$ cat config.mk
export PLATFORM = sky130hd
export DESIGN_NAME = serial_packet_deframer_crc32_core
export DESIGN_NICKNAME = d
export VERILOG_FILES = /design/src/sv/spd_pkg.sv /design/src/sv/serial_packet_deframer_crc32_core.sv
export SDC_FILE = /design/constraint.sdc
export NUM_CORES = 1
export LEC_CHECK = 0
export ABC_AREA = 1
export BUFFER_PORTS_ARGS = -buffer_cell sky130_fd_sc_hd__buf_2
export CAP_MARGIN = 20
export CORE_UTILIZATION = 46
export DETAILED_ROUTE_END_ITERATION = 10
export PLACE_DENSITY = 0.67
export SYNTH_ARGS = -nofsm -noshare
export SYNTH_HDL_FRONTEND = slang
export SYNTH_SLANG_ARGS = --single-unit
$ cat constraint.sdc
create_clock -name clock -period 2.8 [get_ports clock]
set_input_delay 0.14 -clock clock [delete_from_list [all_inputs] [get_ports clock]]
set_output_delay 0.14 -clock clock [all_outputs]
set_load 0.03 [all_outputs]
$ cat src/sv/spd_pkg.sv
// ----------------------------------------------------------------------------
// spd_pkg: shared definitions for the serial packet deframer
// frame phase codes, result kinds, error codes, field widths and the
// bytewise reflected crc-32 update
// ----------------------------------------------------------------------------
package spd_pkg;

   // field widths
   localparam int BYTE_W    = 8;
   localparam int LEN_W     = 13;
   localparam int KIND_W    = 2;
   localparam int ERR_W     = 2;
   localparam int PHASE_W   = 3;
   localparam int TICK_W    = 17;
   localparam int TMO_W     = 16;
   localparam int CRC_W     = 32;
   localparam int RSP_DATA_W = 48;

   // defaults
   localparam int MAX_PAYLOAD_DEF = 4224;
   localparam logic [TMO_W-1:0] TIMEOUT_RESET = 16'd500;

   // frame phases
   localparam logic [PHASE_W-1:0] PH_IDLE    = 3'd0;
   localparam logic [PHASE_W-1:0] PH_OPCODE  = 3'd1;
   localparam logic [PHASE_W-1:0] PH_LENGTH  = 3'd2;
   localparam logic [PHASE_W-1:0] PH_PAYLOAD = 3'd3;
   localparam logic [PHASE_W-1:0] PH_CRC     = 3'd4;

   // request kinds
   localparam logic CMD_BYTE = 1'b0;
   localparam logic CMD_TICK = 1'b1;

   // result kinds
   localparam logic [KIND_W-1:0] KIND_PAYLOAD = 2'd0;
   localparam logic [KIND_W-1:0] KIND_ACCEPT  = 2'd1;
   localparam logic [KIND_W-1:0] KIND_ERROR   = 2'd2;

   // error codes
   localparam logic [ERR_W-1:0] ERR_NONE     = 2'd0;
   localparam logic [ERR_W-1:0] ERR_OVERFLOW = 2'd1;
   localparam logic [ERR_W-1:0] ERR_CRC      = 2'd2;

   localparam logic [BYTE_W-1:0] START_BYTE = 8'hAA;
   localparam logic [CRC_W-1:0]  CRC_POLY   = 32'hEDB88320;
   localparam logic [CRC_W-1:0]  CRC_INIT   = 32'hFFFFFFFF;
   localparam logic [TICK_W-1:0] TICK_SAT   = 17'h1FFFF;

   // one byte through the reflected crc-32, lsb first
   function automatic logic [CRC_W-1:0] crc_byte(input logic [CRC_W-1:0] c_in,
                                                 input logic [BYTE_W-1:0] b);
      logic [CRC_W-1:0] c;
      c = c_in ^ {24'd0, b};
      for (int i = 0; i < BYTE_W; i++) begin
         c = (c >> 1) ^ (CRC_POLY & {CRC_W{c[0]}});
      end
      return c;
   endfunction

endpackage

$ cat src/sv/serial_packet_deframer_crc32_core.sv
// ----------------------------------------------------------------------------
// serial_packet_deframer_crc32_core: byte stream frame receiver with crc-32
// takes 0xAA, opcode, 16-bit length, payload and crc-32 one byte per request,
// streams payload bytes out and reports frame accept or error
// ----------------------------------------------------------------------------
// the result of an accepted request is registered and shows on rsp_ in the next cycle
// throughput: one request per cycle while no pending result is held by rsp_tready;
// the crc advances one byte per request through a single 8-step bytewise update of the crc register
// reset (synchronous, active high) returns the receiver to hunting for the
// start byte, clears the timeout counter, drops any pending result and loads
// timeout_ff with 500
module serial_packet_deframer_crc32_core #(
   parameter int MAX_PAYLOAD = spd_pkg::MAX_PAYLOAD_DEF
) (
   input  logic                                clock,
   input  logic                                reset,
   // request channel
   input  logic                                req_tvalid,
   output logic                                req_tready,
   input  logic [spd_pkg::BYTE_W-1:0]          req_tdata,  // [7:0] data_byte
   input  logic                                req_tuser,  // [0] cmd
   // result channel
   output logic                                rsp_tvalid,
   input  logic                                rsp_tready,
   // [7:0] payload_byte, [20:8] byte_offset, [28:21] opcode,
   // [41:29] frame_len, [43:42] error_code, [47:44] zero
   output logic [spd_pkg::RSP_DATA_W-1:0]      rsp_tdata,
   output logic [spd_pkg::KIND_W-1:0]          rsp_tuser,  // [1:0] kind
   // timeout register
   input  logic                                csr_wr_en,
   input  logic [spd_pkg::TMO_W-1:0]           csr_wr_data
);
   import spd_pkg::*;

   localparam logic [15:0] MAX_LEN = 16'(MAX_PAYLOAD);

   // receiver state
   logic [PHASE_W-1:0] phase_ff, phase_in;
   logic [BYTE_W-1:0]  opcode_ff, opcode_in;
   logic [LEN_W-1:0]   frame_length_ff, frame_length_in;
   logic [BYTE_W-1:0]  len_lo_ff, len_lo_in;
   logic [1:0]         partial_ff, partial_in;
   logic [LEN_W-1:0]   payload_count_ff, payload_count_in;
   logic [CRC_W-1:0]   crc_ff, crc_in;
   logic [23:0]        crc_rx_ff, crc_rx_in;
   logic [TICK_W-1:0]  idle_ticks_ff, idle_ticks_in;
   logic [TMO_W-1:0]   timeout_ff;

   // result register
   logic               rsp_valid_ff, rsp_valid_in;
   logic [KIND_W-1:0]  kind_ff, kind_in;
   logic [BYTE_W-1:0]  pbyte_ff, pbyte_in;
   logic [LEN_W-1:0]   offset_ff, offset_in;
   logic [BYTE_W-1:0]  rsp_opcode_ff, rsp_opcode_in;
   logic [LEN_W-1:0]   flen_ff, flen_in;
   logic [ERR_W-1:0]   err_ff, err_in;

   logic               req_fire;
   logic               rsp_emit;
   logic [BYTE_W-1:0]  b;
   logic [CRC_W-1:0]   crc_next;
   logic [15:0]        len_full;
   logic [LEN_W:0]     count_inc;
   logic [TICK_W-1:0]  ticks_inc;
   logic [CRC_W-1:0]   crc_got;

   // the result register frees up in the same cycle it is taken
   assign req_tready = !rsp_valid_ff || rsp_tready;
   assign req_fire   = req_tvalid && req_tready;

   assign b         = req_tdata;
   assign crc_next  = crc_byte(crc_ff, b);
   assign len_full  = {b, len_lo_ff};
   assign count_inc = {1'b0, payload_count_ff} + {{LEN_W{1'b0}}, 1'b1};
   assign ticks_inc = (idle_ticks_ff == TICK_SAT) ? idle_ticks_ff
                                                  : idle_ticks_ff + 17'd1;
   assign crc_got   = {b, crc_rx_ff};

   always_comb begin
      phase_in         = phase_ff;
      opcode_in        = opcode_ff;
      frame_length_in  = frame_length_ff;
      len_lo_in        = len_lo_ff;
      partial_in       = partial_ff;
      payload_count_in = payload_count_ff;
      crc_in           = crc_ff;
      crc_rx_in        = crc_rx_ff;
      idle_ticks_in    = idle_ticks_ff;
      rsp_emit         = 1'b0;
      kind_in          = KIND_PAYLOAD;
      pbyte_in         = '0;
      offset_in        = '0;
      flen_in          = '0;
      err_in           = ERR_NONE;

      if (req_tuser == CMD_TICK) begin
         // timeout only runs while a length or crc field is partly received
         if (partial_ff != 2'd0 && (phase_ff == PH_LENGTH || phase_ff == PH_CRC)) begin
            idle_ticks_in = ticks_inc;
            if (ticks_inc > {1'b0, timeout_ff}) begin
               phase_in         = PH_IDLE;
               partial_in       = 2'd0;
               payload_count_in = '0;
               idle_ticks_in    = '0;
            end
         end else begin
            idle_ticks_in = '0;
         end
      end else begin
         case (phase_ff)
            PH_OPCODE: begin
               opcode_in  = b;
               crc_in     = crc_next;
               phase_in   = PH_LENGTH;
               partial_in = 2'd0;
            end
            PH_LENGTH: begin
               // crc takes each length byte as it arrives; a bad length discards the frame anyway
               crc_in = crc_next;
               if (partial_ff == 2'd0) begin
                  len_lo_in  = b;
                  partial_in = 2'd1;
               end else begin
                  partial_in    = 2'd0;
                  idle_ticks_in = '0;
                  if (len_full <= MAX_LEN) begin
                     frame_length_in  = len_full[LEN_W-1:0];
                     payload_count_in = '0;
                     phase_in         = (len_full == 16'd0) ? PH_CRC : PH_PAYLOAD;
                  end else begin
                     rsp_emit         = 1'b1;
                     kind_in          = KIND_ERROR;
                     err_in           = ERR_OVERFLOW;
                     phase_in         = PH_IDLE;
                     payload_count_in = '0;
                  end
               end
            end
            PH_PAYLOAD: begin
               crc_in           = crc_next;
               payload_count_in = count_inc[LEN_W-1:0];
               if (count_inc >= {1'b0, frame_length_ff}) begin
                  phase_in   = PH_CRC;
                  partial_in = 2'd0;
               end
               rsp_emit  = 1'b1;
               kind_in   = KIND_PAYLOAD;
               pbyte_in  = b;
               offset_in = payload_count_ff;
            end
            PH_CRC: begin
               if (partial_ff != 2'd3) begin
                  // byte lanes of the received crc, lowest first
                  case (partial_ff)
                     2'd0:    crc_rx_in[7:0]   = b;
                     2'd1:    crc_rx_in[15:8]  = b;
                     default: crc_rx_in[23:16] = b;
                  endcase
                  partial_in = partial_ff + 2'd1;
               end else begin
                  rsp_emit = 1'b1;
                  if (crc_got == ~crc_ff) begin
                     kind_in = KIND_ACCEPT;
                     flen_in = frame_length_ff;
                  end else begin
                     kind_in = KIND_ERROR;
                     err_in  = ERR_CRC;
                  end
                  phase_in         = PH_IDLE;
                  partial_in       = 2'd0;
                  payload_count_in = '0;
                  idle_ticks_in    = '0;
               end
            end
            default: begin
               // idle and unused codes hunt for the start byte
               phase_in         = PH_IDLE;
               partial_in       = 2'd0;
               payload_count_in = '0;
               idle_ticks_in    = '0;
               if (b == START_BYTE) begin
                  crc_in   = crc_byte(CRC_INIT, START_BYTE);
                  phase_in = PH_OPCODE;
               end
            end
         endcase
         if (partial_in == 2'd0) begin
            idle_ticks_in = '0;
         end
      end

      // opcode reported is the one held after this request
      rsp_opcode_in = opcode_in;
   end

   // result register: loads on a request with a result, else drains when taken
   always_comb begin
      if (req_fire && rsp_emit) begin
         rsp_valid_in = 1'b1;
      end else if (rsp_tready) begin
         rsp_valid_in = 1'b0;
      end else begin
         rsp_valid_in = rsp_valid_ff;
      end
   end

   always_ff @(posedge clock) begin
      if (reset) begin
         phase_ff         <= PH_IDLE;
         opcode_ff        <= '0;
         frame_length_ff  <= '0;
         partial_ff       <= 2'd0;
         payload_count_ff <= '0;
         idle_ticks_ff    <= '0;
         rsp_valid_ff     <= 1'b0;
      end else begin
         rsp_valid_ff <= rsp_valid_in;
         if (req_fire) begin
            phase_ff         <= phase_in;
            opcode_ff        <= opcode_in;
            frame_length_ff  <= frame_length_in;
            partial_ff       <= partial_in;
            payload_count_ff <= payload_count_in;
            idle_ticks_ff    <= idle_ticks_in;
         end
      end
   end

   // timeout register
   always_ff @(posedge clock) begin
      if (reset) begin
         timeout_ff <= TIMEOUT_RESET;
      end else if (csr_wr_en) begin
         timeout_ff <= csr_wr_data;
      end
   end

   // payload registers
   always_ff @(posedge clock) begin
      if (req_fire) begin
         len_lo_ff <= len_lo_in;
         crc_ff    <= crc_in;
         crc_rx_ff <= crc_rx_in;
      end
      if (req_fire && rsp_emit) begin
         kind_ff       <= kind_in;
         pbyte_ff      <= pbyte_in;
         offset_ff     <= offset_in;
         rsp_opcode_ff <= rsp_opcode_in;
         flen_ff       <= flen_in;
         err_ff        <= err_in;
      end
   end

   assign rsp_tvalid = rsp_valid_ff;
   assign rsp_tuser  = kind_ff;
   assign rsp_tdata  = {4'd0, err_ff, flen_ff, rsp_opcode_ff, offset_ff, pbyte_ff};

   // checks

   // payload offset never reaches the frame length while payload is expected
   a_payload_bound: assert property (@(posedge clock) disable iff (reset)
      phase_ff == PH_PAYLOAD |-> payload_count_ff < frame_length_ff)
      else $error("payload count past frame length");

   // the timeout counter only runs in the length or crc field
   a_ticks_scope: assert property (@(posedge clock) disable iff (reset)
      idle_ticks_ff != '0 |-> (phase_ff == PH_LENGTH || phase_ff == PH_CRC))
      else $error("timeout counter running outside a split field");

   // the length field is at most half received
   a_len_partial: assert property (@(posedge clock) disable iff (reset)
      phase_ff == PH_LENGTH |-> partial_ff <= 2'd1)
      else $error("length field partial count out of range");

   // an error result always carries a nonzero error code, others carry none
   a_err_kind: assert property (@(posedge clock) disable iff (reset)
      rsp_valid_ff |-> ((kind_ff == KIND_ERROR) == (err_ff != ERR_NONE)))
      else $error("error code does not match result kind");

   // a request with a result while the output stalls cannot happen
   a_no_overrun: assert property (@(posedge clock) disable iff (reset)
      (rsp_valid_ff && !rsp_tready) |=> $stable(kind_ff) && $stable(offset_ff))
      else $error("pending result overwritten");

endmodule

==> metrics list, run 1 <==
- The share of the Yosys chip area taken by registers is 0.494.
- Via count of the first global-routing pass: between 7000 and 8000
- In the final routed layout, each cell accounts on average for 15.8 um.
- Inserted Clock Buffers: 17
- Num Clock Sinks: 183
* Minimum setup slack in the final design: -0.390 ns
- The analysis attributes to cell leakage a power of between 5 and 6 nW.
- The synthesized design contains 110 enable-type register cells.
- Wire length of the first global-routing pass: 39600 um
* Maximum operating frequency: 313 MHz
- Launching element type of the critical path: flop
- With fillers left out, the area of the finished cells amounts to 12400 um^2.
- Global placer's final weighted congestion: 0.908
* Skew final: 0.0169 ns
- The clock passes through at most 2 buffers.
- Counting both buffers and inverters, the worst setup path holds a total of 2.
- Max Fanout on Critical Path: 6
- Dpl cell area: 11000 um^2
- At the worst endpoint, the arrival time is 3.57 ns.
* Final number of max-transition violations: 0
- The count of final hold-check violations is 0.
- Across the run, the number of max-cap violations was 0.
- Of the total power, the share spent switching nets is 0.288.
- The share of the synthesized area in compound gates (AO/OA/AOI/OAI) came to 0.101.
- The library cells used most frequently in the layout, excluding fill and tap cells, are nand2_1, inv_1, nor2_1.
- Root Buffer Master: clkbuf_16
- Area share of and/or/nand/nor cells after synthesis: 0.203
- Accumulated negative setup slack: -11.29 ns
* Site row count: between 50 and 60
- Post-layout instance count excluding filler cells: roughly 1600
* # IOs: 82
- Violated checks: setup timing
* Initial standard-cell utilization of the core: 0.473
- The repair_antennas step left the layout with diodes totalling 0.
- Prevailing post-synth register cell: edfxtp_1
- Avg Cell Area, Syn: 8.60 um^2
- Internal power consumption: 0.00457 W
* HPWL reported at the end of detailed placement: 16200 um
- Of the total synthesized cell area, the portion taken by full adders, half adders and majority gates is 0.0441.
- Summing every instance area after synthesis gives 9640 um^2.
* Overall routed net length: 25400 um
- CP delay by family, top: simple AND/OR/NAND/NOR gates
* Number of filler cells placed in the layout: ~1700
- Initial antenna violation count: 0
- Die height: about 150 um
- Signed area change from the synthesized netlist to the final layout: 28.5%
- Depth of the CTS H-tree: 4
- In the final layout, the share of cells above drive strength 1 is 0.260.
- CTS clk-pin slew, worst paths: approximately 0.08 ns
- Most used cell, CP: nand2_1
- Overall routing resource usage: 0.234
- Worst slew pin tran: 0.793 ns
- Full die area: between 20000 and 25000 um^2
- Headroom to the max-slew limit: 0.471
- The flow ran to the end, but the final reports show violations.
* Combinational power share: 0.180
* Total power density per cell area: 518 nW/um^2
- In this run the tool buffered the top-level ports with 77 buffer cells.
* Post-synth ARST share: 0
- Startpoint-to-endpoint class of the critical path: reg2reg
- In the synthesized netlist, the number of instances is 1121.
- Setup repair after global routing missed its margin: yes
* Worst endpoint required time: about 3.2 ns
- Xor/xnor cell area share of the yosys netlist: 0.0815
- Std-Cell Core Area: 20400 um^2
- Clock network latency to the later pin of the worst-skew pair: 0.44 ns
* Final Net Count: 1386
* Crit end category: flop
* Number of DRC violations after detailed routing: 0
- Number of endpoints failing setup at the final stage: 35
* Number of cells after detailed placement: 1522
- Shortest period the worst path allows: 3.19 ns
- Remaining antenna violation count after routing: 0
- Of the available clock period, the critical path in the final layout requires 1.14.
- TritonCTS clock tree: done
- DR vias: 8332
- Class of the tightest hold or removal check: in2reg
* Sequential group share of total power: 0.466
* Maximum number of pins on one net before global-route repair: 56
- Summed over all nets, the switching power comes to between 0.0015 and 0.002 W.
- Largest family of logic cells by synthesized area: simple AND/OR/NAND/NOR gates
- The largest single stage delay on the critical path is 0.36 ns.
* Synth warnings: 0
- Multiplexer share of the synthesized area: 0.00104
- Horizontal die dimension: 147 um
- Before CTS, the worst setup slack after placement is -0.361 ns.
- In this run, synthesis produced a sequential element count of 183.
- Pre-antenna DRT Iters: 5
- Of the total power, the clock network draws 0.354.
* GRT Residual Overflow: 0
- After the first detailed-routing iteration, the DRC count stood at 614.
* CP max-delay cell: dfxtp_2
* Most common cell after layout, fill and taps aside: nand2_1
- IR analysis of the VDD net gives a maximum drop of ~0.43 mV.
* Netlist cell types: 49
- Dividing the detail-routed via count by the number of cells gives approximately 5.2.
-- cell type report --
class	count	area, um^2	area share
flip-flops and latches	183	4780	0.386
multi-input cells	763	4540	0.367
repair buffers	221	1660	0.134
inverters	136	513	0.0414
clock buffers	18	429	0.0347
well taps	270	338	0.0273
clock inverters	14	118	0.00950
-- per-layer routing --
layer | track usage | wire (um) | share of wire
met2 | 0.387 | 12100 | 0.48
met4 | 0.0734 | 480 | 0.019
met3 | 0.0283 | 1660 | 0.065
met1 | 0.320 | 11200 | 0.44
met5 | 0 | 0 | 0
-- worst register-to-register path: cells and delay by family (launching register included) --
kind	cells	cell delay, ns
AOI/OAI and AO/OA	2	0.34
adders and majority gates	2	0.38
buffers and inverters	2	0.24
DFF	1	0.36
and+or+nand+nor	19	1.81
-- cells in the mapped netlist (11+ instances only) --
cell / instances / area [um^2]
a21oi_1: 91 / 455
buf_2: 14 / 70.1
clkbuf_1: 20 / 75.1
dfxtp_1: 73 / 1460
edfxtp_1: 110 / 3300
ha_1: 34 / 425
inv_1: 133 / 499
nand2_1: 190 / 713
nand3_1: 63 / 315
nand4_1: 11 / 68.8
nor2_1: 135 / 507
nor3_1: 16 / 80.1
o21ai_0: 70 / 350
xnor2_1: 18 / 158
xor2_1: 68 / 596
-- state kept, by name, indices dropped and copies added (netlist names) --
name	count
pbyte_ff	8
timeout_ff	16
crc_rx_ff	24
partial_ff	2
len_lo_ff	8
frame_length_ff	13
rsp_tuser	2
flen_ff	13
opcode_ff	8
rsp_tvalid	1
idle_ticks_ff	17
crc_ff	32
rsp_opcode_ff	8
err_ff	2
payload_count_ff	13
phase_ff	3
offset_ff	13
-- path summary, 6_finish.rpt --
path	start	endpoint	slack, ns	depth (start not counted)
max	idle_ticks_ff[0]$_SDFFE_PP0P_	payload_count_ff[12]$_SDFFE_PP0P_	-0.39	25
min	csr_wr_en	timeout_ff[8]$_SDFFE_PP1P_	0.08	2
max reg2reg	idle_ticks_ff[0]$_SDFFE_PP0P_	payload_count_ff[12]$_SDFFE_PP0P_	-0.39	25
min reg2reg	timeout_ff[1]$_SDFFE_PP0P_	timeout_ff[1]$_SDFFE_PP0P_	0.47	2
-- metrics by stage --
| step | hold WS, ns | power [W] | util |
|---|---|---|---|
| after floorplan | 0.239 | 0.00368 | - |
| after detailed placement | 0.363 | 0.00402 | 0.539 |
| after CTS | 0.0633 | 0.00638 | 0.594 |
| after global placement | 0.357 | 0.00400 | 0.539 |
| final | 0.0822 | 0.00642 | 0.608 |
| after global routing | 0.0787 | 0.00668 | 0.608 |
-- cells by family after synthesis --
logic type / count (synthesis)
simple gates: 450
compound gates: 186
flops: 183
buf+inv: 178
xor+xnor: 88
fa+ha+maj: 34
other cells: 1
mux: 1
-- timing repair --
item,CTS,global route
hold buffers,17,0
endpoints found under the setup margin,35,35
gates cloned,2,3
gates resized for setup,48,42
setup buffers,24,5
hold endpoints to repair,17,0
pin swaps,12,30
-- power by group through the flow --
stage | Combinational (W) | Sequential (W) | Clock [W]
finish | 0.00115 | 0.00299 | 0.00227
global route | 0.00127 | 0.00300 | 0.00240
CTS | 0.00108 | 0.00299 | 0.00231
global placement | 0.000949 | 0.00305 | 0
floorplan | 0.000630 | 0.00305 | 0
detailed placement | 0.000970 | 0.00305 | 0
Note: power is estimated with default switching activity, not from simulation.
==> run 2, diff against run 1 <==
--- a/config.mk
+++ b/config.mk
@@ -5,12 +5,12 @@
 export SDC_FILE = /design/constraint.sdc
 export NUM_CORES = 1
 export LEC_CHECK = 0
-export ABC_AREA = 1
 export BUFFER_PORTS_ARGS = -buffer_cell sky130_fd_sc_hd__buf_2
 export CAP_MARGIN = 20
 export CORE_UTILIZATION = 46
 export DETAILED_ROUTE_END_ITERATION = 10
 export PLACE_DENSITY = 0.67
+export RECOVER_POWER = 100
 export SYNTH_ARGS = -nofsm -noshare
 export SYNTH_HDL_FRONTEND = slang
 export SYNTH_SLANG_ARGS = --single-unit
==> metrics list, run 2 <==
- Die height: 146 um (-0.70%)
* DR vias: 7219 (-13%)
- The number of iterations in the first detailed-routing pass came to 5 (unchanged).
- Total power after layout: 0.00595 W (-7.3%)
* Number of DRC violations after detailed routing: 0 (unchanged)
* Inserted Clock Buffers: 17 (unchanged)
- Initial antenna violation count: 0 (unchanged)
- The maximum net fanout on the critical path came to 5 (-1).
- Final Cycle Share: 1.29 (+0.153)
- Biggest registers after layout: crc_ff (32), crc_rx_ff (24), idle_ticks_ff (17)
- Cells after Synth: 871 (-22%)
* Most common cell after layout, fill and taps aside: edfxtp_1
- Horizontal die dimension: 146 um (-0.70%)
- Site row count: 52 (unchanged)
* Clk buf depth: 2 (unchanged)
* Via count of the first global-routing pass: 7030 (-9.8%)
- The total clock sinks came to 183 (unchanged).
* Dominant cell type by area after synthesis: edfxtp_1
* Part of the Yosys area used for sequential elements: 0.501 (+0.00703)
* Syn Std Cell Area: 9500 um^2 (-1.4%)
- The pre-CTS worst setup slack is -0.626 ns (-0.265 ns).
- The clock insertion delay at the later pin of the skew report was 0.44 ns (about the same).
- Flops & latches, synth: 183 (unchanged)
- Maximum vdd drop: 0.462 mV (+8.0%)
- GRT Residual Overflow: 0 (unchanged)
- Post-synth ARST share: 0 (unchanged)
- Crit end category: flop
* Worst slew pin tran: 1.10 ns (+0.310 ns)
- From synthesis to final layout, the design area changed by 27.3%.
- The global-route wire length before repair is 37500 um (-5.1%).
- The overall routing resource usage is 0.229 (-0.00502).
* Minimum setup slack in the final design: -0.820 ns (-0.430 ns)
- The final antenna diode count came to 0 (unchanged).
- Arrival time of data at the critical path endpoint: 3.98 ns (+0.41 ns)
- Overall routed net length: 24000 um (-5.5%)
- Final number of max-transition violations: 0 (unchanged)
- The final weighted congestion in routability-driven placement was 0.836 (-7.9%).
- Std-Cell Core Area: 20200 um^2 (-0.64%)
- CTS clk-pin slew, worst paths: 0.07 ns (about the same)
- Remaining antenna violation count after routing: 0 (unchanged)
* Launching element type of the critical path: flop
- The share of cells above drive strength 1 was 0.240 (-0.0201).
- Run status: finished, violations left
* Number of filler cells placed in the layout: 1665 (-3.6%)
- The mean cell area of the mapped netlist came to 10.9 um^2 (+27%).
- Initial standard-cell utilization of the core: 0.470 (-0.00363)
* Routed wire per std cell: 17.8 um (+13%)
* Largest register FFs: 32 (unchanged)
* Full die area: 21200 um^2 (-1.4%)
- Number of cells after detailed placement: 1267 (-17%)
- Setup repair after global routing missed its margin: yes
- The maximum number of pins on one net before global-route repair is 47 (-16%).
- The average vias per placed instance was 5.36 (+3.3%).
- Counting flops per register, the top entry is crc_ff.
- The maximum level of the CTS H-tree came to 4 (unchanged).
- The number of warning messages in the yosys log came to 0 (unchanged).
- By startpoint and endpoint, the worst setup path is classified as reg2reg.
* Area share of the largest cell type after synthesis: 0.348 (+0.00487)
- By instance count, the leading cell after synthesis is edfxtp_1.
- TritonCTS clock tree: done
* Accumulated negative setup slack: -23.63 ns (-12.34 ns)
* Class of the tightest hold or removal check: in2reg
- Worst reg-to-reg path cell count: 16 (-36%)
- HPWL reported at the end of detailed placement: 15800 um (-2.1%)
- The number of DRC violations after detailed-routing iteration 0 was 500 (-19%).
- Shortest period the worst path allows: 3.62 ns (+0.430 ns)
* Root Buffer Master: clkbuf_16
- The headroom to the max-slew limit came to 0.264 (-0.207).
* Cell depth of the worst hold path: 3 (+1)
- The final worst clock skew is 0.00997 ns (-0.00696 ns).
- Synth area leaders: edfxtp_1, dfxtp_1, xor2_1
* Violated checks: setup timing
- The most used flip-flop cell after synthesis is edfxtp_1.
* Post-layout instance count excluding filler cells: 1346 (-16%)
- Leak pwr: 4.61 nW (-13%)
* Maximum operating frequency: 276 MHz (-12%)
* Buffers on Ports: 77 (unchanged)
- Worst endpoint required time: 3.16 ns (-0.02 ns)
* Number of hold-slack violations in the final timing report: 0 (unchanged)
- The power per unit of standard cell area is 492 nW/um^2 (-5.1%).
* Number of enable flip-flop cells after synthesis: 110 (unchanged)
* Max cap viols: 0 (unchanged)
- The number of top-level pins was 82 (unchanged).
* Number of endpoints failing setup at the final stage: 35 (unchanged)
* Netlist cell types: 70 (+43%)
- The final net count came to 1127 (-19%).
- Top cells by count, synth: edfxtp_1, dfxtp_1, nor2_1
* Commonest cells after routing, fill and taps aside: edfxtp_1, buf_4, nor2_1
[run 2: changes by cell type after synthesis, moves of 14 or more]
cell | previous run | this run
inv_1 | 133 | 35
nor2_1 | 135 | 73
mux2i_1 | 1 | 33
xnor2_1 | 18 | 51
o21ai_0 | 70 | 15
nand2_1 | 190 | 68
and3_1 | 1 | 31
nand2b_1 | 0 | 14
nand3_1 | 63 | 19
a21oi_1 | 91 | 24
nor4_1 | 6 | 21
[run 2: critical path: stages (launching register included)]
cell,delay (ns)
dfxtp_4,0.36
ha_4,0.15
and3_4,0.19
and4_4,0.19
nand3_4,0.11
and3_4,0.23
nand2_1,0.09
xnor2_2,0.16
ha_4,0.29
nand4_1,0.24
nor4_4,0.40
a211oi_2,0.10
a21o_1,0.20
a211o_4,0.37
buf_6,0.13
or2_0,0.19
a21oi_1,0.13
[run 2: final cells by class]
| class | count | area [um^2] | area share |
|---|---|---|---|
| clock buffer | 18 | 450 | 0.0372 |
| clock inverter | 14 | 154 | 0.0127 |
| inverter | 35 | 135 | 0.0112 |
| multi-input combinational | 604 | 4750 | 0.393 |
| sequential | 183 | 4770 | 0.395 |
| tap | 270 | 338 | 0.0279 |
| timing repair buffer | 222 | 1500 | 0.124 |
[run 2: worst paths after layout]
| check | startpoint | endpoint | slack, ns |
|---|---|---|---|
| min reg2reg | timeout_ff[2]$_SDFFE_PP1P_ | timeout_ff[2]$_SDFFE_PP1P_ | 0.49 |
| max | idle_ticks_ff[0]$_SDFFE_PP0P_ | payload_count_ff[1]$_SDFFE_PP0P_ | -0.82 |
| max reg2reg | idle_ticks_ff[0]$_SDFFE_PP0P_ | payload_count_ff[1]$_SDFFE_PP0P_ | -0.82 |
| min | csr_wr_en | timeout_ff[2]$_SDFFE_PP1P_ | 0.21 |
[run 2: metal layers]
layer / share of wire / wire length [um] / vias up / GRT usage
li1: - / - / 3486 / -
met1: 0.45 / 10800 / 3489 / 0.308
met2: 0.49 / 11600 / 206 / 0.378
met3: 0.045 / 1080 / 38 / 0.0313
met4: 0.021 / 507 / 0 / 0.0816
met5: 0 / 0 / - / 0
[run 2: per-stage QoR]
step	area, um^2	hold slack (ns)	utilization
floorplan	9710	0.239	-
global placement	10900	0.362	0.541
detailed placement	10900	0.362	0.541
CTS	12100	0.0851	0.597
global route	12100	0.241	0.598
finish	12100	0.213	0.598
[run 2: kinds of logic (layout without fill, tap and decap cells)]
| group | after synthesis | count (layout) | synth area share |
|---|---|---|---|
| compound gates | 98 | 98 | 0.0735 |
| xor+xnor | 127 | 127 | 0.130 |
| fa+ha+maj | 35 | 35 | 0.0458 |
| buf+inv | 87 | 289 | 0.0403 |
| flops | 183 | 183 | 0.501 |
| mux | 42 | 42 | 0.0454 |
| other cells | 1 | 4 | 0.000395 |
| simple gates | 298 | 298 | 0.163 |
[run 2: what timing repair did]
action                     CTS  global route
resized for setup           37            15
hold endpoints to repair    18             0
pin swaps                   36            12
setup buffers               21             5
cloned                       3             0
hold buffers                18             0
setup endpoints to repair   35            35
[run 2: where the power goes]
part / total, W / internal [W] / switching (W)
Clock: 0.00245 / 0.00125 / 0.00120
Sequential: 0.00288 / 0.00286 / 0.0000169
Combinational: 0.000623 / 0.000271 / 0.000352
Total: 0.00595 / 0.00439 / 0.00156
